## src/hw/rtl/tma_pkg.sv

```systemverilog
// Shared types and constants for the trimmed mean ADC averager.
`default_nettype none

package tma_pkg;

    localparam int MAX_CHANNELS = 6;
    localparam int FIELD_BITS = 12;
    localparam int SUM_BITS = 16;
    localparam int COUNT_BITS = 4;
    localparam int TRIM_SHIFT = 3;
    localparam int WINDOW_ITEMS = 10;

    localparam int DEF_NUM_CHANNELS = 6;
    localparam int DEF_SAMPLE_BITS = 12;

    typedef logic [FIELD_BITS-1:0] t_field;
    typedef logic [SUM_BITS-1:0] t_sum;
    typedef logic [COUNT_BITS-1:0] t_count;

    localparam t_count LAST_COUNT = t_count'(WINDOW_ITEMS - 1);

    typedef struct packed {
        t_field sample_ch5;
        t_field sample_ch4;
        t_field sample_ch3;
        t_field sample_ch2;
        t_field sample_ch1;
        t_field sample_ch0;
    } t_in_word;

    typedef struct packed {
        t_field avg_ch5;
        t_field avg_ch4;
        t_field avg_ch3;
        t_field avg_ch2;
        t_field avg_ch1;
        t_field avg_ch0;
    } t_out_word;

    typedef struct packed {
        logic accept;
        logic last;
    } t_lane_ctrl;

endpackage

`default_nettype wire

```

## src/hw/rtl/tma_stream_if.sv

```systemverilog
// Valid and ready stream interface that carries one word per handshake.
`default_nettype none

interface tma_stream_if #(
    parameter type t_payload = logic
);
    logic     valid;
    logic     ready;
    t_payload data;

    modport source (output valid, output data, input ready);
    modport sink (input valid, input data, output ready);
endinterface

`default_nettype wire

```

## src/hw/rtl/trimmed_mean_adc_averager_unit.sv

```systemverilog
// Top level of the trimmed mean averager: item counter, channel lanes and merging stage.
//
// Channel  Direction  Word                                    Per handshake
// i_in     sink       sample_ch0 .. sample_ch5, 12 bits each  one item, all channels
// o_out    source     avg_ch0 .. avg_ch5, 12 bits each        one result per ten items
//
// The block takes one item per cycle while input ready is high; the lanes update in the accepting cycle.
// The result of the tenth item enters the output register at that edge.
// Reset clears the sums, maxima and item count, sets the minima to all ones, and empties the output.
// Input ready drops only while a result waits in the output register and the sink stalls.
`default_nettype none

module trimmed_mean_adc_averager_unit #(
    parameter int NUM_CHANNELS = tma_pkg::DEF_NUM_CHANNELS,
    parameter int SAMPLE_BITS = tma_pkg::DEF_SAMPLE_BITS
) (
    input wire logic   i_clk,
    input wire logic   i_rst_n,
    tma_stream_if.sink i_in,
    tma_stream_if.source o_out
);

    tma_pkg::t_count     r_count, n_count;
    tma_pkg::t_lane_ctrl w_ctrl;
    tma_pkg::t_in_word   w_word;
    tma_pkg::t_field     w_sample [tma_pkg::MAX_CHANNELS];
    tma_pkg::t_field     w_avg [tma_pkg::MAX_CHANNELS];

    assign i_in.ready = !o_out.valid || o_out.ready;

    always_comb begin
        w_word        = i_in.data;
        w_ctrl.accept = i_in.valid && i_in.ready;
        w_ctrl.last   = (r_count >= tma_pkg::LAST_COUNT);
        w_sample[0]   = w_word.sample_ch0;
        w_sample[1]   = w_word.sample_ch1;
        w_sample[2]   = w_word.sample_ch2;
        w_sample[3]   = w_word.sample_ch3;
        w_sample[4]   = w_word.sample_ch4;
        w_sample[5]   = w_word.sample_ch5;

        n_count = r_count;
        if (w_ctrl.accept) begin
            n_count = w_ctrl.last ? '0 : r_count + 1'b1;
        end
    end

    always_ff @(posedge i_clk) begin
        if (!i_rst_n) begin
            r_count <= '0;
        end else begin
            r_count <= n_count;
        end
    end

    for (genvar c = 0; c < tma_pkg::MAX_CHANNELS; c++) begin : g_lane
        if (c < NUM_CHANNELS) begin : g_used
            tma_lane #(
                .SAMPLE_BITS(SAMPLE_BITS)
            ) u_lane (
                .i_clk   (i_clk),
                .i_rst_n (i_rst_n),
                .i_ctrl  (w_ctrl),
                .i_sample(w_sample[c]),
                .o_avg   (w_avg[c])
            );
        end else begin : g_unused
            assign w_avg[c] = '0;
        end
    end

    tma_merge u_merge (
        .i_clk  (i_clk),
        .i_rst_n(i_rst_n),
        .i_load (w_ctrl.accept && w_ctrl.last),
        .i_avg  (w_avg),
        .o_out  (o_out)
    );

    a_count_range: assert property (@(posedge i_clk) disable iff (!i_rst_n)
        r_count <= tma_pkg::LAST_COUNT)
        else $error("Item count left the window range.");

    a_last_emits: assert property (@(posedge i_clk) disable iff (!i_rst_n)
        (w_ctrl.accept && w_ctrl.last) |=> o_out.valid)
        else $error("Tenth item did not produce a result.");

    a_count_step: assert property (@(posedge i_clk) disable iff (!i_rst_n)
        (w_ctrl.accept && !w_ctrl.last) |=> (r_count == $past(r_count) + 1'b1))
        else $error("Item count did not advance on an accepted item.");

    a_result_source: assert property (@(posedge i_clk) disable iff (!i_rst_n)
        (!o_out.valid && !(w_ctrl.accept && w_ctrl.last)) |=> !o_out.valid)
        else $error("Result appeared without a completed window.");

endmodule

`default_nettype wire

```

## src/hw/rtl/tma_lane.sv

```systemverilog
// One channel lane: running sum, maximum and minimum, and the trimmed mean.
`default_nettype none

module tma_lane #(
    parameter int SAMPLE_BITS = tma_pkg::DEF_SAMPLE_BITS
) (
    input  wire logic                i_clk,
    input  wire logic                i_rst_n,
    input  wire tma_pkg::t_lane_ctrl i_ctrl,
    input  wire tma_pkg::t_field     i_sample,
    output tma_pkg::t_field          o_avg
);

    logic [SAMPLE_BITS-1:0] r_max, n_max, w_max;
    logic [SAMPLE_BITS-1:0] r_min, n_min, w_min;
    tma_pkg::t_sum          r_sum, n_sum, w_sum;
    logic [SAMPLE_BITS-1:0] w_s;
    tma_pkg::t_sum          w_diff;

    always_comb begin
        w_s    = i_sample[SAMPLE_BITS-1:0];
        w_max  = (w_s > r_max) ? w_s : r_max;
        w_min  = (w_s < r_min) ? w_s : r_min;
        w_sum  = r_sum + tma_pkg::t_sum'(w_s);
        w_diff = w_sum - tma_pkg::t_sum'(w_max) - tma_pkg::t_sum'(w_min);
        o_avg  = w_diff[tma_pkg::TRIM_SHIFT +: tma_pkg::FIELD_BITS];

        n_max = r_max;
        n_min = r_min;
        n_sum = r_sum;
        if (i_ctrl.accept) begin
            if (i_ctrl.last) begin
                n_max = '0;
                n_min = '1;
                n_sum = '0;
            end else begin
                n_max = w_max;
                n_min = w_min;
                n_sum = w_sum;
            end
        end
    end

    always_ff @(posedge i_clk) begin
        if (!i_rst_n) begin
            r_max <= '0;
            r_min <= '1;
            r_sum <= '0;
        end else begin
            r_max <= n_max;
            r_min <= n_min;
            r_sum <= n_sum;
        end
    end

endmodule

`default_nettype wire

```

## src/hw/rtl/tma_merge.sv

```systemverilog
// Merging stage that collects the lane averages into the output register.
`default_nettype none

module tma_merge (
    input  wire logic            i_clk,
    input  wire logic            i_rst_n,
    input  wire logic            i_load,
    input  wire tma_pkg::t_field i_avg [tma_pkg::MAX_CHANNELS],
    tma_stream_if.source         o_out
);

    logic               r_valid, n_valid;
    tma_pkg::t_out_word r_data, n_data;

    always_comb begin
        n_valid = r_valid;
        n_data  = r_data;
        if (i_load) begin
            n_valid        = 1'b1;
            n_data.avg_ch0 = i_avg[0];
            n_data.avg_ch1 = i_avg[1];
            n_data.avg_ch2 = i_avg[2];
            n_data.avg_ch3 = i_avg[3];
            n_data.avg_ch4 = i_avg[4];
            n_data.avg_ch5 = i_avg[5];
        end else if (o_out.ready) begin
            n_valid = 1'b0;
        end
    end

    always_ff @(posedge i_clk) begin
        if (!i_rst_n) begin
            r_valid <= 1'b0;
        end else begin
            r_valid <= n_valid;
        end
        r_data <= n_data;
    end

    assign o_out.valid = r_valid;
    assign o_out.data  = r_data;

endmodule

`default_nettype wire
```

## src/flat_wrapper.sv

```systemverilog
// flat-port wrapper written by rule: the top's interface ports become plain ports
module trimmed_mean_adc_averager_unit_flat 
#(
    parameter int NUM_CHANNELS = tma_pkg::DEF_NUM_CHANNELS,
    parameter int SAMPLE_BITS = tma_pkg::DEF_SAMPLE_BITS
)
  (i_clk, i_rst_n, i_in_valid, i_in_data, i_in_ready, o_out_valid, o_out_data, o_out_ready);
  tma_stream_if i_in_i ();
  tma_stream_if o_out_i ();
  input wire logic i_clk;
  input wire logic i_rst_n;
  input wire logic [$bits(i_in_i.valid)-1:0] i_in_valid;
  input wire logic [$bits(i_in_i.data)-1:0] i_in_data;
  output wire logic [$bits(i_in_i.ready)-1:0] i_in_ready;
  output wire logic [$bits(o_out_i.valid)-1:0] o_out_valid;
  output wire logic [$bits(o_out_i.data)-1:0] o_out_data;
  input wire logic [$bits(o_out_i.ready)-1:0] o_out_ready;
  assign i_in_i.valid = i_in_valid;
  assign i_in_i.data = i_in_data;
  assign i_in_ready = i_in_i.ready;
  assign o_out_valid = o_out_i.valid;
  assign o_out_data = o_out_i.data;
  assign o_out_i.ready = o_out_ready;
  trimmed_mean_adc_averager_unit #(.NUM_CHANNELS(NUM_CHANNELS), .SAMPLE_BITS(SAMPLE_BITS)) u_core (.i_clk(i_clk), .i_rst_n(i_rst_n), .i_in(i_in_i), .o_out(o_out_i));
endmodule
```

## config.mk

```make
export PLATFORM = sky130hd
export DESIGN_NAME = trimmed_mean_adc_averager_unit_flat
export DESIGN_NICKNAME = d
export VERILOG_FILES = /design/src/hw/rtl/tma_pkg.sv /design/src/hw/rtl/tma_stream_if.sv /design/src/hw/rtl/trimmed_mean_adc_averager_unit.sv /design/src/hw/rtl/tma_lane.sv /design/src/hw/rtl/tma_merge.sv /design/src/flat_wrapper.sv
export SDC_FILE = /design/constraint.sdc
export NUM_CORES = 1
export LEC_CHECK = 0
export BUFFER_PORTS_ARGS = -buffer_cell sky130_fd_sc_hd__buf_2
export CORE_MARGIN = 4
export CORE_UTILIZATION = 51
export DETAILED_ROUTE_END_ITERATION = 12
export GPL_TIMING_DRIVEN = 0
export MAX_ROUTING_LAYER = met4
export PLACE_DENSITY = 0.72
export SLEW_MARGIN = 20
export SYNTH_ARGS = -nofsm -noshare
export SYNTH_HDL_FRONTEND = slang
export SYNTH_SLANG_ARGS = --single-unit
```

## constraint.sdc

```tcl
create_clock -name i_clk -period 2.3 [get_ports i_clk]
set_input_delay 0.23 -clock i_clk [delete_from_list [all_inputs] [get_ports i_clk]]
set_output_delay 0.23 -clock i_clk [all_outputs]
set_load 0.02 [all_outputs]
```

==> impl_metrics.env <==
export IMPL_drc_errors=0
export IMPL_cpMaxStageDelayCell="dfxtp_4"
export IMPL_synth_nets=129
export IMPL_cts_max_level=1
export IMPL_grt_pass1_vias=766
export IMPL_synth_xor_area_frac=0.04305
export IMPL_slowest_delay_ps=370
export IMPL_seq_area_frac_synth=0.3838
export IMPL_clkTransAtPathRegs_ps=110
export IMPL_skew_ps=2.093
export IMPL_final_nets=143
export IMPL_dp_cells=144
export IMPL_synth_edf_count=1
export IMPL_cp_cell_sequence="ha_4 > nor4_4 > nand2_2 > nor2_2 > a21oi_1 > ha_1 > a21o_1 > ha_1 > a21o_1 > a21oi_2 > xnor2_1"
export IMPL_yosysWarnings=0
export IMPL_num_rows=15
export IMPL_wl_per_cell_um=11.69
export IMPL_track_usage=0.1555
export IMPL_muxShareOfSynthArea=0.009840
export IMPL_critPathBufInv=0
export IMPL_antenna_found_initial=0
export IMPL_cp_required_ps=2360
export IMPL_cp_max_fo=3
export IMPL_drt_pass1_iter_count=3
export IMPL_cts_root_buf="clkbuf_4"
export IMPL_synth_ff_type="dfxtp_1"
export IMPL_crit_family="adder cells"
export IMPL_finalHoldViolations=0
export IMPL_cp_end_kind="flop"
export IMPL_vdd_drop_max_uv=406.5
export IMPL_die_height_um=52.66
export IMPL_period_needed_ps=2292
export IMPL_reg2regPathDepth=11
export IMPL_hold_class="in -> reg"
export IMPL_synth_top_family_by_area="compound AO/OA/AOI/OAI gates"
export IMPL_fin_util=0.6500
export IMPL_synth_adder_area_share=0.1550
export IMPL_grt_max_degree=13
export IMPL_layout_drive_gt1_share=0.2080
export IMPL_cts_sinks=19
export IMPL_antenna_cells=0
export IMPL_whs_path_depth=3
export IMPL_coreArea_sq_mm=0.001802
export IMPL_grt_pass1_wl_mm=3.174
export IMPL_total_leakage_power_uw=0.0005043
export IMPL_startpoint_type="flop"
export IMPL_max_cap_violations=0
export IMPL_status="finished clean"
export IMPL_ios=8
export IMPL_cp_data_arrival_time_ps=2360
export IMPL_setup_viol=0
export IMPL_rsz0062_at_grt="yes"
export IMPL_syn_inst=112
export IMPL_dp_hpwl_mm=1.358
export IMPL_place_port_buffers=7
export IMPL_async_reset_ff_frac=0
export IMPL_fp_dieW_um=52.66
export IMPL_ant_nets=0
export IMPL_cts_tree="done"
export IMPL_via_per_inst=5.193
export IMPL_cp_depth=11
export IMPL_cts_buffers=3
export IMPL_final_setup_tns_ps=0
export IMPL_synth_compound_area_frac=0.1747
export IMPL_ys_types=36
export IMPL_critical_path_class="reg -> reg"
export IMPL_synth_seq_cells=19
export IMPL_clock_path_buffers=2
export IMPL_pwr_density_cell_mw_per_mm2=529.3
export IMPL_synthesis_area_sq_mm=0.001017
export IMPL_fin_crit_sh=0.9966
export IMPL_synth_simple_gate_area_frac=0.1697
export IMPL_finalWirelength_mm=1.753
export IMPL_syn_to_final_growth_pct=15.13
export IMPL_clock_latency_ps=300
export IMPL_overflow=0
export IMPL_start_util=0.5646
export IMPL_drv_slew=0
export IMPL_p_total_uw=619.9
export IMPL_synth_area_per_cell_sq_um=9.082
export IMPL_die_area_sq_mm=0.002773
export IMPL_vias=779
export IMPL_gp_congestion=0.7321
export IMPL_finalNonFillerCells=150
export IMPL_clock_fmax_mhz=436.2
export IMPL_drtIter0Drc=5
timing repair:
action                                  CTS  global route
pin swaps                                 1             2
hold buffers                              0             0
endpoints found under the setup margin    1             1
setup buffers                             1             1
gates resized for setup                   3             5
synthesized netlist by cell type, types with 2 or more instances:
cell type / n / share of area
conb_1: 2 / 0.0074
nand3_1: 3 / 0.015
a21boi_0: 2 / 0.015
o22ai_1: 2 / 0.012
ha_1: 11 / 0.14
o21ai_0: 4 / 0.020
a21oi_1: 5 / 0.025
nand2b_1: 2 / 0.012
xnor2_1: 4 / 0.034
and2_1: 3 / 0.018
nand2_1: 8 / 0.030
a21o_1: 6 / 0.044
clkbuf_1: 3 / 0.011
inv_1: 11 / 0.041
dfxtp_1: 18 / 0.35
nor2_1: 8 / 0.030
worst reg2reg max path, cell delays in order, from the launching register on:
cell	delay (ps)
dfxtp_4	370
ha_4	150
nor4_4	210
nand2_2	100
nor2_2	80
a21oi_1	40
ha_1	290
a21o_1	160
ha_1	270
a21o_1	170
a21oi_2	130
xnor2_1	80
final cells by class:
class | instances | area (sq um)
inverters | 11 | 41.29
clock buffers | 3 | 22.52
fillers | 169 | 630.6
multi-input cells | 78 | 609.3
clock inverters | 1 | 6.256
plain buffers | 4 | 16.27
well taps | 25 | 31.28
flip-flops and latches | 19 | 394.1
repair buffers | 9 | 50.05
power breakdown:
part	switching, uW	total, uW	leakage, uW	internal, uW
clock	105	172	0.0000183	67.3
combinational	48.8	96.0	0.000329	47.2
sequential	7.76	352	0.000157	344
total	162	620	0.000504	458
layout by cell type, fill, tap and decap left out, types with 2 or more instances in the layout:
master    synthesis  layout
inv_1            11      11
a21boi_0          2       2
nand2_1           8       7
nor2_1            8       7
conb_1            2       2
o21ai_2           1       2
xnor2_1           4       4
buf_2             1       8
clkbuf_1          3       3
buf_4             0       2
a21oi_1           5       4
ha_1             11      10
a21o_1            6       6
nand3_1           3       3
and2_1            3       3
clkbuf_4          0       3
o22ai_1           2       2
dfxtp_1          18      17
o21ai_0           4       4
nand2b_1          2       2
cell families after synthesis:
family	count (synthesis)
and+or+nand+nor	32
xor gates and xnor gates	5
AOI/OAI and AO/OA	26
other	2
buffers and inverters	15
muxes	1
DFF	19
adders and majority gates	12
per-stage QoR:
| stage | hold WS [ps] | area, sq um | worst slack (ps) |
|---|---|---|---|
| after global placement | 427.9 | 1087 | -202.4 |
| final | 221.8 | 1171 | 7.729 |
| after global routing | 218.8 | 1171 | -142.5 |
| after detailed placement | 435.2 | 1087 | -229.0 |
| after floorplan | 379.6 | 1021 | 18.60 |
| after CTS | 203.8 | 1144 | -29.78 |
flip-flops by register name, summed over array words and instances, names as in the netlist:
| register | cells |
|---|---|
| u_core.g_lane.g_used.u_lane.r_min | 5 |
| u_core.g_lane.g_used.u_lane.r_max | 4 |
| u_core.g_lane.g_used.u_lane.r_sum | 4 |
| u_core.r_count | 4 |
| u_core.u_merge.o_out.data | 1 |
| u_core.u_merge.o_out.valid | 1 |
routing by layer:
layer	wire length (um)	global-route usage	up-vias	share of wire
met2	825	0.2624	11	0.47
met3	83	0.05413	2	0.047
met5	0	-	-	0
met4	10	0.01277	0	0.0057
li1	-	-	402	-
met1	832	0.1858	364	0.47
worst paths after layout:
kind	slack [ps]	from	end
hold / removal	220	i_in_data	u_core.g_lane[0].g_used.u_lane.r_max[0]
hold reg to reg	460	u_core.g_lane[0].g_used.u_lane.r_min[3]	u_core.g_lane[0].g_used.u_lane.r_min[3]
setup reg to reg	8	u_core.g_lane[0].g_used.u_lane.r_max[0]	u_core.u_merge.o_out.data
setup / recovery	8	u_core.g_lane[0].g_used.u_lane.r_max[0]	u_core.u_merge.o_out.data
Power figures use the tool's default switching activity.
